--- config.mk ---
export PLATFORM = sky130hd
export DESIGN_NAME = crta_ring
export DESIGN_NICKNAME = d
export VERILOG_FILES = /design/src/rtl/crta_pkg.sv /design/src/rtl/crta_ring.sv
export SDC_FILE = /design/constraint.sdc
export NUM_CORES = 2
export LEC_CHECK = 0
export ABC_AREA = 1
export BUFFER_PORTS_ARGS = -buffer_cell sky130_fd_sc_hd__buf_2
export CAP_MARGIN = 20
export CORE_UTILIZATION = 40
export DETAILED_ROUTE_END_ITERATION = 16
export PLACE_DENSITY = 0.53
export SLEW_MARGIN = 20
export SYNTH_ARGS = -nofsm -noshare
export SYNTH_HDL_FRONTEND = slang
export SYNTH_SLANG_ARGS = --single-unit
--- constraint.sdc ---
create_clock -name clock -period 7.05 [get_ports clock]
set_input_delay 0.3525 -clock clock [delete_from_list [all_inputs] [get_ports clock]]
set_output_delay 0.3525 -clock clock [all_outputs]
set_load 0.005 [all_outputs]
--- src/rtl/crta_pkg.sv ---
// Shared constants, register indexes and control types of the per-class traffic rate averager.
// No dependencies; every other file refers to this package by scoped names.
package crta_pkg;

   localparam int NUM_CLASSES_DEF = 4;
   localparam int WINDOW_MAX_DEF  = 16;

   localparam int CLASS_W   = 2;
   localparam int COUNT_W   = 32;
   localparam int DELTA_W   = 32;
   localparam int RATE_W    = 32;
   localparam int SUM_W     = 36;
   localparam int WLEN_W    = 5;
   localparam int SCALE_W   = 24;
   localparam int FRAC_BITS = 16;
   localparam int PROD_W    = SUM_W + SCALE_W;

   localparam int CSR_INDEX_W = 4;
   localparam int CSR_DATA_W  = 24;

   localparam logic [CSR_INDEX_W-1:0] REG_WINDOW_LENGTH = CSR_INDEX_W'(0);
   localparam logic [CSR_INDEX_W-1:0] REG_RATE_SCALE    = CSR_INDEX_W'(1);

   localparam logic [WLEN_W-1:0]  WINDOW_LENGTH_RST = WLEN_W'(4);
   localparam logic [SCALE_W-1:0] RATE_SCALE_RST    = SCALE_W'(16384);

   // sequencer status towards the datapath
   typedef struct packed {
      logic busy;       // clear or re-sum pass running, no input transfer
      logic clear;      // ring being zeroed
      logic resum_rd;   // ring read issued for a re-sum
      logic acc_valid;  // ring read data of a re-sum is due this cycle
   } sweep_ctl_type;

endpackage

--- src/rtl/crta_ring.sv ---
// Delta ring storage: one write port, one read port with registered read data.
// Depends on crta_pkg for the delta width.
module crta_ring #(
   parameter int NUM_CLASSES = crta_pkg::NUM_CLASSES_DEF,
   parameter int WINDOW_MAX  = crta_pkg::WINDOW_MAX_DEF,
   localparam int CW         = (NUM_CLASSES > 1) ? $clog2(NUM_CLASSES) : 1,
   localparam int PW         = (WINDOW_MAX > 1) ? $clog2(WINDOW_MAX) : 1,
   localparam int AW         = CW + PW
) (
   input  logic                         clock,
   input  logic                         wr_en,
   input  logic [AW-1:0]                wr_addr,
   input  logic [crta_pkg::DELTA_W-1:0] wr_data,
   input  logic                         rd_en,
   input  logic [AW-1:0]                rd_addr,
   output logic [crta_pkg::DELTA_W-1:0] rd_data
);

   localparam int DEPTH = 1 << AW;

   logic [crta_pkg::DELTA_W-1:0] mem [DEPTH];
   logic [crta_pkg::DELTA_W-1:0] rd_data_ff;

   always_ff @(posedge clock) begin
      if (wr_en) begin
         mem[wr_addr] <= wr_data;
      end
   end

   always_ff @(posedge clock) begin
      if (rd_en) begin
         rd_data_ff <= mem[rd_addr];
      end
   end

   assign rd_data = rd_data_ff;

endmodule

=== Yosys cells after proc, flatten, opt, wreduce, memory -nomap -nowiden ===
Memories as Yosys holds them, arrays and structs flattened. A register that Yosys moved wholly into a read port is not among the register bits.
Cells that the tools add are included.

* Register bits: 0
* Bits in latches: 0
* Bits in writable memories: 2048
* Memory bits (read-only): 0
* Output and inout bits: 32
* Memories: 1

* $add $sub $neg: 0
* $mul: 0
* Divide/modulo/power cells: 0
* $lt $le $gt $ge: 0
* Equal/unequal tests: 0
* Shift-type cells: 0
* Multiplexer cells: 2
* Bitwise gates (word level): 0
* Reductions and logical operators: 0

{| class="wikitable"
|+ Memories
! memory !! words !! width !! rd ports !! clocked after memory_dff !! wr ports !! RTL line !! RTL
|-
| mem || 64 || 32 || 1 || 1 || 1 || crta_ring.sv:21 || <nowiki>logic [crta_pkg::DELTA_W-1:0] mem [DEPTH];</nowiki>
|}

{| class="wikitable"
|+ Operators with widths
! kind !! count
|-
| $mux W1 || 2
|}

=== Depth between registers and ports, before layout ===
* Depth after elaboration: 2
* Mapped depth: 13
* Gate-level depth less buffers: 9

=== Worst setup path before layout ===
OpenSTA, ideal clock, no wires.

* Path type: input to register
* Start: input wr_en
* End: memory mem[48][0] in the netlist's numbering, enable pin
* Setup time: 0.502 ns
* Data arrival time: 3.980 ns
* Data required time: 6.548 ns
* Path slack: 2.568 ns
* Stages: 3
* Cells stage by stage: clkbuf_1 > nand4_1 > nor4_1

* Longest elaborated chain between the ends: 2

{| class="wikitable"
|+ RTL lines
! element !! RTL line !! RTL
|-
| from (decl) || crta_ring.sv:11 || <nowiki>input logic wr_en,</nowiki>
|-
| $mux W1 || crta_ring.sv:25 || <nowiki>if (wr_en) begin</nowiki>
|-
| $mux W1 (not written as such) || crta_ring.sv:26 || <nowiki>mem[wr_addr] <= wr_data;</nowiki>
|-
| to (decl) || crta_ring.sv:21 ||
|}

No other way between the ends.

==> impl_metrics.toml <==
[yosys]
yosys.area.top_type = "edfxtp_1"
avgSynthCellArea_um2 = 12.3
synthTopCellsByArea = "edfxtp_1, nand3_1, nand2_1, buf_2, buf_4"
synth_top_area_frac = 0.752
syn-num-nets = 6816
netlist_area_um2 = 83100
yosysSeqAreaShare = 0.752
synth_warnings = 0
synth.distinct_cells = 15
ys_ff_latch = 2080
netlist_instances = 6769

[sta]
setup_viol = 0
report.final.slew_viol_count = 0
setup_tns_ps = 0
fin_crit_sh = 0.471
fin_ws_ps = 3730
hold_viol = 0
fin_crit_ps = 3320
tightest_slew_ps = 1380
grt_setup_unrepaired = "no"
slew_headroom = 0.0783
fmax_mhz = 301
fin_skew_ps = 31.0

[die]
die_w_um = 458
die_area_um2 = 209000
row_count = 166
core_um2 = 205000
io_pins = 79
dieHeight_um = 458
start_util = 0.404

[clock_network]
clk_path_buf_depth = 3
cts.root.buffer_cell = "clkbuf_16"
cts_buffers = 212
cts_max_level = 4
clock_sinks = 2080
post_cts_resized = 0
clkLatencyLatePin_ps = 840
ctsHoldBuffers = 1
cts_setup_buffers = 0
cts_tree = "built"
path_clk_slew_ps = 60

[power]
p_leak_nw = 32.3
max-vdd-ir-drop_mv = 0.205
power_density_nw_per_um2 = 280

[critical_path]
path_class = "in2reg"
cp.required_ps = 7740
crit_path_start_kind = "input port"
cp.arrival_ps = 4020
worstSetupEndpointType = "register"
slowest_delay_ps = 590
crit_chain = "buf_8 > buf_12 > buf_12 > nand2_1 > nand3_1 > nand3_1 > nand3_1 > nand3_1 > nand2_1 > nand2_1 > nand2_1"
critPathSlowestCell = "buf_12"
worstPathMaxFanout = 192

[route]
drt_first_pass_iters = 6
ant_nets = 0
wl_mm = 257
viasPerCell = 5.56
remaining_drc_errors = 0
vias = 53600
wl_per_cell_um = 26.6
drtIter0Drc = 6010

[layout]
final_nets = 6801
syn_to_final_growth_pct = 11.9
layout-drive-gt1-share = 0.0833
fillCellCount = 18700
final_util = 0.453
fin_area_um2 = 93000
final_cells = 9638

[grt]
grt_overflow = 0
grt_max_degree = 229
grt_pass1_wl_mm = 366
grt_pass1_vias = 50700
antenna_found_initial = 23
track_usage = 0.242

[place]
place.gp.congestion = 0.802
io_buffers = 78
post_dp_cell_area_um2 = 86400
place_inst = 9227
pre_cts_ws_ps = 2980
dpl.hpwl_mm = 124

[worst_hold_path]
holdCritPathClass = "in2reg"

[outcome]
status = "complete, no violations"

[job]
maxCapViolCount = 0
## per-layer routing
metal | share of wire | GRT usage | wire [um]
met5 | 0.000051 | 0 | 13
met2 | 0.48 | 0.398 | 123000
met4 | 0.041 | 0.0956 | 10700
met1 | 0.42 | 0.326 | 107000
met3 | 0.064 | 0.0297 | 16300
## cells in the final DEF, fill, tap and decap left out
master         Yosys  layout
inv_6              0      10
diode_2            0      15
edfxtp_1        2080    2080
inv_16             0       1
clkinv_2           0      48
inv_1              9       6
bufinv_16          0      10
nand3_1         1907    1907
buf_4             45     124
buf_8              2       3
dlygate4sd3_1      0       1
buf_2            282      72
nand4_1            9       9
nand2_1         2248    2248
clkbuf_16          0     217
clkbuf_1          77      48
inv_8              0       2
clkinv_1           0      58
clkinv_8           0       1
inv_2              2       1
buf_12             0      19
nor4_2             0       8
clkinvlp_4         0       4
nor2_4             0      56
buf_6              3       1
clkinv_16          0       1
## synthesized netlist by cell type, drive strengths merged
| master | n |
|---|---|
| nand2 | 2248 |
| inv | 12 |
| nor2 | 56 |
| buf | 372 |
| nand3 | 1907 |
| edfxtp | 2080 |
| nor4 | 8 |
| clkbuf | 77 |
| nand4 | 9 |
## kinds of logic after synthesis
logic type             Yosys count  share of synthesized area
flip-flops                    2080                      0.752
AND/OR/NAND/NOR               4228                      0.220
buffers and inverters          461                     0.0277
## worst paths after layout
kind                                   from  cells past startpoint          end  slack [ps]
worst max-delay path             rd_addr[0]                     11  rd_data[27]        3730
worst min-delay path                  rd_en                      1  rd_data[16]         100
worst max register to register   mem[7][27]                      8  rd_data[27]        5010
worst min register to register  mem[62][12]                      8  rd_data[12]         890
## metrics by stage
step,hold slack (ps),power (W)
after global placement,643,0.0156
after floorplan,451,0.0148
final,97.9,0.0261
after detailed placement,634,0.0156
after global routing,88.3,0.0268
after CTS,64.7,0.0262
## state kept, by name, indices dropped and copies added (netlist names)
register / flops
mem: 2048
rd_data: 32
## power breakdown
part / total [W] / internal, W / leakage [nW] / switching (W)
sequential: 0.0138 / 0.0137 / 18.7 / 0.0000487
combinational: 0.00160 / 0.000357 / 10.3 / 0.00125
clock: 0.0107 / 0.00598 / 3.21 / 0.00472
## cell type report
type | instances | area (um2) | share of cell area
Antenna cell | 15 | 37.5 | 0.000404
Clock buffer | 265 | 5610 | 0.0603
Clock inverter | 130 | 908 | 0.00977
Inverter | 12 | 82.6 | 0.000888
Multi-Input combinational cell | 4228 | 18800 | 0.202
Sequential cell | 2080 | 62500 | 0.672
Tap cell | 2688 | 3360 | 0.0362
Timing Repair Buffer | 220 | 1740 | 0.0187
## worst max-delay path, delay by kind of cell
family	cells	cell delay (ps)
simple gates	8	1520
buf+inv	3	1570
No activity file was read; power rests on OpenSTA's default activity.
