--- config.mk ---
export PLATFORM = sky130hd
export DESIGN_NAME = crta_scale
export DESIGN_NICKNAME = d
export VERILOG_FILES = /design/src/rtl/crta_pkg.sv /design/src/rtl/crta_scale.sv
export SDC_FILE = /design/constraint.sdc
export NUM_CORES = 2
export LEC_CHECK = 0
export CAP_MARGIN = 10
export CORE_MARGIN = 1
export CORE_UTILIZATION = 50
export CTS_BUF_LIST = sky130_fd_sc_hd__clkbuf_8
export CTS_CLUSTER_DIAMETER = 80
export DETAILED_ROUTE_END_ITERATION = 7
export DONT_BUFFER_PORTS = 1
export PLACE_DENSITY = 0.67
export REMOVE_ABC_BUFFERS = 1
export SLEW_MARGIN = 20
export SYNTH_ARGS = -nofsm -noshare
export SYNTH_HDL_FRONTEND = slang
export SYNTH_SLANG_ARGS = --single-unit
--- constraint.sdc ---
create_clock -name clock -period 10.3 [get_ports clock]
set_input_delay 1.545 -clock clock [delete_from_list [all_inputs] [get_ports clock]]
set_output_delay 1.545 -clock clock [all_outputs]
set_load 0.03 [all_outputs]
--- src/rtl/crta_pkg.sv ---
// Shared constants, register indexes and control types of the per-class traffic rate averager.
// No dependencies; every other file refers to this package by scoped names.
package crta_pkg;

   localparam int NUM_CLASSES_DEF = 4;
   localparam int WINDOW_MAX_DEF  = 16;

   localparam int CLASS_W   = 2;
   localparam int COUNT_W   = 32;
   localparam int DELTA_W   = 32;
   localparam int RATE_W    = 32;
   localparam int SUM_W     = 36;
   localparam int WLEN_W    = 5;
   localparam int SCALE_W   = 24;
   localparam int FRAC_BITS = 16;
   localparam int PROD_W    = SUM_W + SCALE_W;

   localparam int CSR_INDEX_W = 4;
   localparam int CSR_DATA_W  = 24;

   localparam logic [CSR_INDEX_W-1:0] REG_WINDOW_LENGTH = CSR_INDEX_W'(0);
   localparam logic [CSR_INDEX_W-1:0] REG_RATE_SCALE    = CSR_INDEX_W'(1);

   localparam logic [WLEN_W-1:0]  WINDOW_LENGTH_RST = WLEN_W'(4);
   localparam logic [SCALE_W-1:0] RATE_SCALE_RST    = SCALE_W'(16384);

   // sequencer status towards the datapath
   typedef struct packed {
      logic busy;       // clear or re-sum pass running, no input transfer
      logic clear;      // ring being zeroed
      logic resum_rd;   // ring read issued for a re-sum
      logic acc_valid;  // ring read data of a re-sum is due this cycle
   } sweep_ctl_type;

endpackage

--- src/rtl/crta_scale.sv ---
// Scaling stage and result register: sum times rate scale, Q8.16 shift, 32-bit saturation.
// Depends on crta_pkg for field widths.
module crta_scale (
   input  logic                         clock,
   input  logic                         reset,
   input  logic                         in_valid,
   output logic                         in_ready,
   input  logic [crta_pkg::CLASS_W-1:0] in_echo,
   input  logic [crta_pkg::DELTA_W-1:0] in_delta,
   input  logic [crta_pkg::SUM_W-1:0]   in_sum,
   input  logic [crta_pkg::SCALE_W-1:0] rate_scale,
   output logic                         rsp_valid,
   input  logic                         rsp_ready,
   output logic [crta_pkg::CLASS_W-1:0] rsp_class_echo,
   output logic [crta_pkg::DELTA_W-1:0] rsp_new_delta,
   output logic [crta_pkg::RATE_W-1:0]  rsp_average_rate
);

   localparam int SAT_LSB = crta_pkg::FRAC_BITS + crta_pkg::RATE_W;

   logic                         s2_valid_ff, s2_valid_in;
   logic [crta_pkg::CLASS_W-1:0] s2_echo_ff;
   logic [crta_pkg::DELTA_W-1:0] s2_delta_ff;
   logic [crta_pkg::SUM_W-1:0]   s2_sum_ff;

   logic                         out_valid_ff, out_valid_in;
   logic [crta_pkg::CLASS_W-1:0] out_echo_ff;
   logic [crta_pkg::DELTA_W-1:0] out_delta_ff;
   logic [crta_pkg::RATE_W-1:0]  out_rate_ff, out_rate_in;

   logic                         out_load;
   logic [crta_pkg::PROD_W-1:0]  product;

   assign out_load     = !out_valid_ff || rsp_ready;
   assign in_ready     = !s2_valid_ff || out_load;
   assign s2_valid_in  = in_ready ? in_valid : s2_valid_ff;
   assign out_valid_in = out_load ? s2_valid_ff : out_valid_ff;

   always_comb begin
      product = s2_sum_ff * rate_scale;
      if (|product[crta_pkg::PROD_W-1:SAT_LSB]) begin
         out_rate_in = '1;
      end else begin
         out_rate_in = product[SAT_LSB-1:crta_pkg::FRAC_BITS];
      end
   end

   always_ff @(posedge clock) begin
      if (reset) begin
         s2_valid_ff  <= 1'b0;
         out_valid_ff <= 1'b0;
      end else begin
         s2_valid_ff  <= s2_valid_in;
         out_valid_ff <= out_valid_in;
      end
   end

   always_ff @(posedge clock) begin
      if (in_valid && in_ready) begin
         s2_echo_ff  <= in_echo;
         s2_delta_ff <= in_delta;
         s2_sum_ff   <= in_sum;
      end
      if (out_load && s2_valid_ff) begin
         out_echo_ff  <= s2_echo_ff;
         out_delta_ff <= s2_delta_ff;
         out_rate_ff  <= out_rate_in;
      end
   end

   assign rsp_valid        = out_valid_ff;
   assign rsp_class_echo   = out_echo_ff;
   assign rsp_new_delta    = out_delta_ff;
   assign rsp_average_rate = out_rate_ff;

endmodule

* After elaboration in Yosys (flattened, before gate mapping) *
Cells that the tools add are included.

word-level totals
  output and inout bits = 68
  register bits = 138

operators by class
  $mul = 1
  reduce and logical (&&, ||, !) cells = 7

operators with widths
  cell                 count
  $mul A36 B24 Y60     1
  $reduce_or A12 Y1    1
  $logic_and A1 B1 Y1  2
  $logic_not A1 Y1     2
  $logic_or A1 B1 Y1   2

* Longest topological paths before layout *
  depth in word-level cells = 4
  mapped depth = 28
  gate-level depth less buffers = 24

* Worst setup path before layout *
No wires, ideal clock.

  kind = input to register
  start = input port rate_scale[3] (netlist name)
  end = register out_rate_ff, in the netlist rsp_average_rate[28] (data pin)
  data arrival time = 8.308 ns
  cell stages on the path = 27
  setup time = 0.265 ns
  data required time = 10.035 ns
  path slack = 1.727 ns
  buffers on the path = 4
  path through = clkbuf_1 clkbuf_1 nand2_1 fa_1 inv_1 fa_1 inv_1 fa_1 fa_1 inv_1 fa_1 fa_1 inv_1 fa_1 inv_1 ha_1 buf_6 a21oi_1 o21ai_1 a221oi_2 o21ai_1 a21o_1 a2111o_1 a2111oi_2 nor4b_4 buf_6 nand2_1

between the ends
  word-level cells in the longest chain between the ends = 2

ends and longest elaborated chain
  what                    line              text
  start: declaration      crta_scale.sv:11  input logic [crta_pkg::SCALE_W-1:0] rate_scale,
  $mul A36 B24 Y60 (*)    crta_scale.sv:40  product = s2_sum_ff * rate_scale;
  $reduce_or A12 Y1       crta_scale.sv:41  if (|product[crta_pkg::PROD_W-1:SAT_LSB]) begin
  end signal: assignment  crta_scale.sv:67  out_rate_ff <= out_rate_in;
  end: declaration        crta_scale.sv:29  logic [crta_pkg::RATE_W-1:0] out_rate_ff, out_rate_in;

Mark *: on every way between the ends. The rest lies on a longest branch, timed or not.
A chain may end at the register's enable or synchronous reset.

* Final worst setup path *
  start = register s2_sum_ff[19] (netlist name)
  end = register out_rate_ff, in the netlist rsp_average_rate[8] (data pin)

between the ends
  word-level cells in the longest chain between the ends = 2

ends and longest elaborated chain
  what                      line              text
  start: declaration        crta_scale.sv:24  logic [crta_pkg::SUM_W-1:0] s2_sum_ff;
  start signal: assignment  crta_scale.sv:62  s2_sum_ff <= in_sum;
  $mul A36 B24 Y60 (*)      crta_scale.sv:40
  $reduce_or A12 Y1         crta_scale.sv:41

Marked as above.

==> results.toml <==
[finish]
final_cell_mix = "inv_1 (752), fa_1 (745), and2_1 (492)"
drive_above_1_share = 0.02465
final_util = 0.5215
final_common_cell = "inv_1"
layout.nets = 4339
multi_input_area_um2 = 25030
design_area_um2 = 33680
seqCellArea_um2 = 4124
fill_cells = 5995
area_growth_syn_to_layout_pct = 2.792

[clock_network]
htree_num_levels = 4
clkLatencyLatePin_ps = 490
cts_inserted_buffers = 17
cts-resized-gates = 0
cts_setup_buffers = 0
cts_root_buf = "clkbuf_8"
cts_hold_buf = 0
clkTransAtPathRegs_ps = 100
cts_tree = "done"
max-clock-path-buffers = 2
cts.sinks = 138

[sta]
maxSlewHeadroom = 0.1842
grt_setup_unrepaired = "no"
min_period_over_period = 0.8182
fin_skew_ps = 26.28
totalNegativeSetupSlack_ps = 0
finalMaxSlewViolations = 0
tightest_slew_ps = 1224
setup_violations = 0
finalHoldViolCount = 0
fmax_ghz = 0.1187
period_needed_ps = 8428
fin_ws_ps = 1872

[synthesis]
synthTopCellsByArea = "fa_1 (46%), edfxtp_1 (12%), and2_1 (9.4%)"
ys.flop_type = "edfxtp_1"
ys_warn_count = 0
netlist_area_um2 = 32760
yosysTopAreaCell = "fa_1"
synth-edff-count = 136
synth.distinct_cells = 63
async_flop_share = 0
synth.top_cell.area_share = 0.4552
synth_seq_cells = 138
synth_seq_area_share = 0.1259
syn_avg_cell_area_um2 = 9.460
syn_inst = 3463

[grt]
grt_max_degree = 71
grtUsageTotal = 0.2630
grt_pass1_vias = 25240
antenna_found_initial = 0
overflow = 0
grt_pass1_wl_mm = 137.5

[critical_path]
path_class = "reg -> reg"
critPathSlowestCell = "edfxtp_1"
critPathLaunchType = "flop"
worst-path-buf-inv = 4
crit_family = "adder cells"
crit_path_end_kind = "flop"
cp.required_ps = 10510
cpMostUsedCell = "fa_1"
slowest_delay_ps = 1130
arrival_ps = 8630
cp_cell_sequence = "nand2_1, fa_1, fa_1, inv_1, fa_1, fa_1, fa_1, fa_1, inv_1, fa_1, inv_1, ha_1, a21oi_1, o21ai_0, a21o_1, a221oi_1, nand2_1, a31oi_1, nand3_1, nor4b_4, buf_4, nand2_1"
cp_max_fo = 32

[placement]
post-dp-hpwl_mm = 66.05
place_area_um2 = 33240
io_buffers = 0
gp_congestion = 1.008
dpl_worst_slack_ps = 1476

[floorplan]
initial_core_util = 0.5073
io_pins = 166
die_h_um = 258.0
die_w_um = 258.0
dieArea_um2 = 66550
rows = 93
core_um2 = 64580

[drt]
drt-met1-wl_mm = 34.91
drt_wl_total_mm = 82.17
top_layer_used = "met4"
antenna_left = 0
drc = 0
drt_iter0_markers = 1694
viasPerCell = 5.471
wl_met3_mm = 4.356
met2_length_mm = 41.25
routedWlPerCell_um = 19.64
drt-pass1-iter-count = 7
via_count = 22890

[run_status]
status = "finished clean"

[flow_run]
max_cap_violations = 0

[hold_path]
hold_class = "reg -> reg"
layout make-up:
class                           count  share of cell area
Tap cell                          855             0.03177
Antenna cell                        1          0.00007431
Clock inverter                     15            0.004458
Timing Repair Buffer               30            0.007357
Inverter                          752             0.08382
Clock buffer                       17            0.006948
Sequential cell                   138              0.1225
Multi-Input combinational cell   2375              0.7431
flip-flops by register name, indices dropped and copies added (netlist names):
signal	flops
s2_sum_ff	36
rsp_average_rate	32
rsp_new_delta	32
s2_delta_ff	32
rsp_class_echo	2
s2_echo_ff	2
rsp_valid	1
s2_valid_ff	1
logic make-up after synthesis:
family | after synthesis | synth area share
and+or+nand+nor | 1163 | 0.1814
buffers and inverters | 950 | 0.1108
adders and majority gates | 927 | 0.5247
AOI/OAI and AO/OA | 245 | 0.04644
DFF | 138 | 0.1259
xor gates and xnor gates | 39 | 0.01043
muxes | 1 | 0.0003055
cell usage after synthesis, types with 6 or more instances:
library cell and count:
a21o_1 15, xor2_1 17, inv_1 752, and4_1 7, a21oi_1 84, o211ai_1 10
o21a_1 13, ha_1 182, nor3_1 9, edfxtp_1 136, nor2_1 52, a211oi_1 9
clkbuf_1 174, buf_2 14, nand3_1 15, xnor2_1 22, buf_6 6, nand2_1 490
nand4_1 27, and2_1 493, nor4_1 40, fa_1 745, o21ai_0 60
worst paths after layout:
kind                   from                   to  slack (ps)  depth (start not counted)
max reg2reg   s2_sum_ff[19]  rsp_average_rate[8]        1870                         22
min reg2reg  s2_delta_ff[9]     rsp_new_delta[9]         420                          0
min          s2_delta_ff[9]     rsp_new_delta[9]         420                          0
max           s2_sum_ff[19]  rsp_average_rate[8]        1870                         22
layer usage:
layer	GRT usage	up-vias
li1	-	10050
met1	0.3537	11980
met2	0.4550	728
met3	0.03347	133
met4	0.05884	0
met5	0	-
stage by stage:
step	hold slack (ps)	instances
after floorplan	400.3	3265
after global placement	400.8	4147
after detailed placement	404.5	4147
after CTS	425.4	4179
after global routing	429.8	4182
final	423.1	4183
Power is left out: the tool's default activity adds up to more than one toggle a clock period on the data nets, which glitch-free logic cannot reach.
