$ cat src/rtl/crta_pkg.sv
// Shared constants, register indexes and control types of the per-class traffic rate averager.
// No dependencies; every other file refers to this package by scoped names.
package crta_pkg;

   localparam int NUM_CLASSES_DEF = 4;
   localparam int WINDOW_MAX_DEF  = 16;

   localparam int CLASS_W   = 2;
   localparam int COUNT_W   = 32;
   localparam int DELTA_W   = 32;
   localparam int RATE_W    = 32;
   localparam int SUM_W     = 36;
   localparam int WLEN_W    = 5;
   localparam int SCALE_W   = 24;
   localparam int FRAC_BITS = 16;
   localparam int PROD_W    = SUM_W + SCALE_W;

   localparam int CSR_INDEX_W = 4;
   localparam int CSR_DATA_W  = 24;

   localparam logic [CSR_INDEX_W-1:0] REG_WINDOW_LENGTH = CSR_INDEX_W'(0);
   localparam logic [CSR_INDEX_W-1:0] REG_RATE_SCALE    = CSR_INDEX_W'(1);

   localparam logic [WLEN_W-1:0]  WINDOW_LENGTH_RST = WLEN_W'(4);
   localparam logic [SCALE_W-1:0] RATE_SCALE_RST    = SCALE_W'(16384);

   // sequencer status towards the datapath
   typedef struct packed {
      logic busy;       // clear or re-sum pass running, no input transfer
      logic clear;      // ring being zeroed
      logic resum_rd;   // ring read issued for a re-sum
      logic acc_valid;  // ring read data of a re-sum is due this cycle
   } sweep_ctl_type;

endpackage

$ cat src/rtl/crta_sweep.sv
// Sequencer for the ring clearing pass after reset and the re-sum pass after a window change.
// Depends on crta_pkg for the control struct.
module crta_sweep #(
   parameter int NUM_CLASSES = crta_pkg::NUM_CLASSES_DEF,
   parameter int WINDOW_MAX  = crta_pkg::WINDOW_MAX_DEF,
   localparam int CW         = (NUM_CLASSES > 1) ? $clog2(NUM_CLASSES) : 1,
   localparam int PW         = (WINDOW_MAX > 1) ? $clog2(WINDOW_MAX) : 1,
   localparam int AW         = CW + PW
) (
   input  logic                    clock,
   input  logic                    reset,
   input  logic                    win_write,
   output crta_pkg::sweep_ctl_type ctl,
   output logic [AW-1:0]           sweep_index,
   output logic [AW-1:0]           acc_index
);

   localparam int SWEEP_LEN = NUM_CLASSES << PW;
   localparam logic [AW-1:0] LAST = AW'(SWEEP_LEN - 1);

   localparam logic [1:0] MODE_IDLE  = 2'd0;
   localparam logic [1:0] MODE_CLEAR = 2'd1;
   localparam logic [1:0] MODE_RESUM = 2'd2;

   logic [1:0]    mode_ff, mode_in;
   logic [AW-1:0] cnt_ff, cnt_in;
   logic          acc_valid_ff, acc_valid_in;
   logic [AW-1:0] acc_index_ff;

   always_comb begin
      mode_in = mode_ff;
      cnt_in  = cnt_ff;
      unique case (mode_ff)
         MODE_CLEAR: begin
            // a window change needs no re-sum: the whole ring is zero
            cnt_in = cnt_ff + AW'(1);
            if (cnt_ff == LAST) begin
               mode_in = MODE_IDLE;
               cnt_in  = '0;
            end
         end
         MODE_RESUM: begin
            if (win_write) begin
               cnt_in = '0;
            end else if (cnt_ff == LAST) begin
               mode_in = MODE_IDLE;
               cnt_in  = '0;
            end else begin
               cnt_in = cnt_ff + AW'(1);
            end
         end
         MODE_IDLE: begin
            if (win_write) begin
               mode_in = MODE_RESUM;
               cnt_in  = '0;
            end
         end
         default: begin
            mode_in = MODE_IDLE;
            cnt_in  = '0;
         end
      endcase
   end

   assign acc_valid_in = (mode_ff == MODE_RESUM);

   always_ff @(posedge clock) begin
      if (reset) begin
         mode_ff      <= MODE_CLEAR;
         cnt_ff       <= '0;
         acc_valid_ff <= 1'b0;
      end else begin
         mode_ff      <= mode_in;
         cnt_ff       <= cnt_in;
         acc_valid_ff <= acc_valid_in;
      end
   end

   always_ff @(posedge clock) begin
      acc_index_ff <= cnt_ff;
   end

   always_comb begin
      ctl.busy      = (mode_ff != MODE_IDLE);
      ctl.clear     = (mode_ff == MODE_CLEAR);
      ctl.resum_rd  = (mode_ff == MODE_RESUM);
      ctl.acc_valid = acc_valid_ff;
   end

   assign sweep_index = cnt_ff;
   assign acc_index   = acc_index_ff;

   a_clear_ends_idle: assert property (@(posedge clock) disable iff (reset)
      (mode_ff == MODE_CLEAR && cnt_ff == LAST) |=> (mode_ff == MODE_IDLE))
      else $error("clearing pass did not end in idle");

   a_resum_starts_zero: assert property (@(posedge clock) disable iff (reset)
      $rose(mode_ff == MODE_RESUM) |-> (cnt_ff == '0 && $past(win_write)))
      else $error("re-sum pass entered without window write or at non-zero index");

endmodule

$ cat config.mk
export PLATFORM = sky130hd
export DESIGN_NAME = crta_sweep
export DESIGN_NICKNAME = d
export VERILOG_FILES = /design/src/rtl/crta_pkg.sv /design/src/rtl/crta_sweep.sv
export SDC_FILE = /design/constraint.sdc
export NUM_CORES = 1
export LEC_CHECK = 0
export ABC_CLOCK_PERIOD_IN_PS = 4400
export BUFFER_PORTS_ARGS = -buffer_cell sky130_fd_sc_hd__buf_2
export CAP_MARGIN = 20
export CORE_UTILIZATION = 45
export CTS_CLUSTER_DIAMETER = 100
export DETAILED_ROUTE_END_ITERATION = 12
export PLACE_DENSITY_LB_ADDON = 0.2
export RECOVER_POWER = 100
export SYNTH_ARGS = -nofsm -noshare
export SYNTH_HDL_FRONTEND = slang
export SYNTH_SLANG_ARGS = --single-unit
$ cat constraint.sdc
create_clock -name clock -period 4.4 [get_ports clock]
set_clock_uncertainty 0.1 [all_clocks]
set_input_delay 0.66 -clock clock [delete_from_list [all_inputs] [get_ports clock]]
set_output_delay 0.66 -clock clock [all_outputs]
set_load 0.005 [all_outputs]
=== After elaboration in Yosys (flattened, before gate mapping) ===
Cells that the tools add are included.

* Register bits: 15
* Bits in latches: 0
* RAM bits: 0
* Memory bits (read-only): 0
* Input port bits: 3
* Output and inout bits: 16
* Logic and storage cells: 21
* Memories: 0

* $add $sub $neg: 1
* Multipliers: 0
* Divide/modulo/power cells: 0
* Order comparisons: 0
* Equality and inequality tests: 5
* Shift-type cells: 0
* Muxes and demuxes: 8
* Bitwise operators: 0
* Reductions and logical operators: 3

{| class="wikitable"
|+ Operators by type and width
! kind !! number
|-
| $mux W6 || 3
|-
| $pmux W6 S3 || 1
|-
| $add A6 B1 Y6 const B || 1
|-
| $eq A6 B6 Y1 const B || 1
|-
| $mux W2 || 3
|-
| $pmux W2 S3 || 1
|-
| $ne A2 B2 Y1 const B || 2
|-
| $eq A2 B1 Y1 const B || 1
|-
| $eq A2 B2 Y1 const B || 1
|-
| $logic_not A2 Y1 || 1
|-
| $reduce_and A2 Y1 || 1
|-
| $reduce_bool A2 Y1 || 1
|}

=== Longest topological paths before layout ===
* Word-level depth: 4
* Gate-level depth with buffers: 6
* Depth with buffers taken out: 6

=== Worst setup path before layout ===
Ideal clock, no wire load.

* Path kind: reg2out
* Start: register mode_ff[0]
* End: output port ctl[1] in the netlist's numbering
* Data arrival time: 744 ps
* Required time: 3640 ps
* Path slack: 2896 ps
* Stages on the path, launching flop included: 4
* Buffers on the path: 1
* Cell sequence: dfxtp_1 -> inv_1 -> ha_1 -> buf_4

* Longest elaborated chain between the ends: 1

{| class="wikitable"
|+ Ends and longest elaborated chain
! element !! line !! source
|-
| start, declared || crta_sweep.sv:25 || <nowiki>logic [1:0] mode_ff, mode_in;</nowiki>
|-
| start signal, assigned || crta_sweep.sv:73 || <nowiki>mode_ff <= mode_in;</nowiki>
|-
| $eq A2 B2 Y1 || - ||
|-
| end, declared || crta_sweep.sv:13 || <nowiki>output crta_pkg::sweep_ctl_type ctl,</nowiki>
|}

No other way between the ends.

==> reports/results.txt <==
status -> completed
fin. max-slew vios -> 0
reg2reg path depth -> 6
via/cell ratio -> 5.19
CTS Sinks -> 15
Critical Path End Type -> output pin
FF-to-FF End -> mode_ff[1]$_SDFFE_PP0P_
Switching Share -> 22.7%
post-DR wirelength/cell -> 11.3 um
post-CTS sizing -> 0
latest clock arrival within the worst-skew pair -> 0.28 ns
GR Overflow Total -> 0
GR Layer Usage met2 -> 26.7%
sequential cell area fraction in the yosys report -> 48.0%
clock share of power -> 33.3%
CP Data Arrival Time -> 1.10 ns
total wire length -> 1120 um
Clock Pin Slew Worst Setup and Hold Paths -> 0.09 ns
hold depth -> 0
CTS tree -> done
DRC errors left -> 0
die footprint -> 1540 um^2
LEAKAGE -> 0.000318 uW
Placement Rows -> 13
Hold-fix buffers, CTS -> 0
Int Pwr -> 181 uW
Final Setup Violations -> 0
number of synthesized flops with an enable pin -> 0
busiest grt layer -> met2
antenna violations before repair -> 0
CP delay by family, top -> flip-flops
number of diodes -> 0
max cap viols -> 0
Layout area overhead -> 15.2%
Buf+Inv Stages, Crit Path -> 3
NetSw -> 53.2 uW
VDD IR max -> 0.190 mV
Final TNS setup -> 0 ns
sequential power share -> 61.8%
syn avg cell area -> 9.78 um^2
IO buf count -> 18
share of cells above drive strength 1 -> 17.9%
Distinct cells, synth -> 27
Ports -> 19
vias in the first global route -> 410
Slew @ Worst Pin -> 0.360 ns
largest net degree at the start of global routing -> 10
via count -> 514
met1 GRT Util -> 19.4%
final period utilization -> 42.3%
total power -> 234 uW
cells after synthesis -> 64
chip height -> 39.3 um
met3 Use GR -> 3.41%
initial DRC count -> 1
Rel. slew slack -> 75.9%
reg2reg setup slack -> 2.72 ns
first-pass GRT wire length -> 1680 um
H-Tree Depth -> 1
CTS buffer count -> 3
antenna viol nets, final -> 0
CP max stage cell -> dfxtp_1
crit path cell chain -> inv_1 > ha_1 > inv_1 > buf_2
Max Clk Rate -> 537 MHz
Nets -> 92
Period minus WS final -> 1.86 ns
Startpoint Class -> register
CTS root buf -> clkbuf_4
top_reg_cell synth -> dfxtp_1
Hold Crit Start -> sweep_index[5]$_SDFFE_PP0P_
Max stage delay on crit path -> 0.35 ns
Starting Density -> 48.1%
asr flop ratio synth -> 0%
core area -> 1300 um^2
combinational share of power -> 5.0%
RSZ-0062 raised after global routing -> false
Setup CP Type -> register to output pin
Most Frequent Cell on Critical Path -> inv_1
Setup Buffers After CTS -> 0
Synthesis Warnings -> 0
FF+latch count, synth -> 15
power per cell area -> 325 nW/um^2
Die W -> 39.3 um
clock buffer depth -> 2
RR Startpoint -> mode_ff[0]$_SDFFE_PP1P_
hold path endpoint -> acc_index[5]$_DFF_P_
Worst Path Required -> 3.64 ns
TritonRoute pass-1 iters -> 3
GRT Util Overall -> 16.4%
worst-path maximum fanout -> 4
Fillers -> 135
Final GP Congestion -> 0.799
detailed placement HPWL -> 851 um
Hold/Removal Path Class -> register to register
syn nets -> 71
Mapped Area -> 626 um^2
final hold violations -> 0
cell usage after synthesis (2+ instances only):
| library cell | number | area, um^2 |
|---|---|---|
| nand2_1 | 6 | 22.5 |
| o21ai_1 | 2 | 10.0 |
| nor2b_1 | 2 | 12.5 |
| nor2_1 | 3 | 11.3 |
| nand3_1 | 4 | 20.0 |
| ha_1 | 4 | 50.1 |
| dfxtp_1 | 15 | 300 |
| a31oi_1 | 2 | 12.5 |
| a21oi_1 | 2 | 10.0 |
| buf_4 | 2 | 15.0 |
| inv_1 | 4 | 15.0 |
| xor2_1 | 2 | 17.5 |
| nand4_1 | 2 | 12.5 |
layout make-up:
class | instances | area (um^2) | share of cell area [%]
inverters | 4 | 15.0 | 2.08
well taps | 15 | 18.8 | 2.60
multi-input cells | 43 | 282 | 39.1
clock buffers | 4 | 26.3 | 3.65
repair buffers | 18 | 78.8 | 10.9
flip-flops and latches | 15 | 300 | 41.7
layer usage:
layer	up-vias	share of wire, %
met4	0	2.8
met1	231	50
li1	265	-
met5	-	0
met2	13	43
met3	5	4.3
worst register-to-register path, cell delays in order, from the launching register on:
cell	delay, ns
dfxtp_1	0.35
inv_1	0.07
ha_1	0.24
nor2b_1	0.20
a221oi_1	0.27
nand2_1	0.12
a31o_1	0.23
stage by stage:
stage | hold slack (ns) | setup WS (ns) | util, % | instances | area (um^2)
after floorplan | 0.297 | 2.90 | - | 64 | 626
after global placement | 0.307 | 2.79 | 55.3 | 95 | 719
after detailed placement | 0.301 | 2.79 | 55.3 | 95 | 719
after CTS | 0.315 | 2.53 | 57.3 | 99 | 746
after global routing | 0.330 | 2.45 | 55.4 | 99 | 721
final | 0.316 | 2.54 | 55.4 | 99 | 721
layout by cell type (no fill, tap or decap), types with 3 or more instances in the layout:
master    Yosys  final
dfxtp_1      15     15
clkbuf_1      0      9
buf_2         0      9
nand2_1       6      6
inv_1         4      4
nand3_1       4      4
ha_1          4      4
nor2b_1       2      3
nor2_1        3      3
o21ai_0       1      3
clkbuf_4      0      3
worst max-delay path by stage:
stage               depth (start not counted)                       to               startpoint
finish                                      4                   ctl[3]  mode_ff[0]$_SDFFE_PP1P_
global route                                4                   ctl[3]  mode_ff[0]$_SDFFE_PP1P_
CTS                                         4                   ctl[3]  mode_ff[0]$_SDFFE_PP1P_
detailed placement                          5  mode_ff[1]$_SDFFE_PP0P_                win_write
global placement                            5  mode_ff[1]$_SDFFE_PP0P_                win_write
floorplan                                   3                   ctl[1]  mode_ff[0]$_SDFFE_PP1P_
power groups by stage:
stage,registers [uW],logic [uW],clock network (uW)
2_1_floorplan,148,5.18,0
3_3_place_gp,148,13.2,0
3_5_place_dp,148,13.4,0
4_1_cts,145,13.5,79.3
5_1_grt,146,14.2,84.9
6_report,145,11.6,77.9
registers in the layout, summed over array words and instances, names as in the netlist:
name	count
acc_index	6
acc_valid_ff	1
mode_ff	2
sweep_index	6
cells by family (layout without fill, tap and decap cells):
| kind of cell | count (synthesis) | in the layout | share of synthesized area (%) |
|---|---|---|---|
| XOR/XNOR | 2 | 2 | 2.80 |
| buffers and inverters | 6 | 26 | 4.80 |
| adder cells (fa/ha/maj) | 4 | 4 | 8.00 |
| AO/OA/AOI/OAI | 11 | 11 | 12.4 |
| AND/OR/NAND/NOR | 26 | 26 | 24.0 |
| flip-flops | 15 | 15 | 48.0 |
No activity file was read; power rests on OpenSTA's default activity.
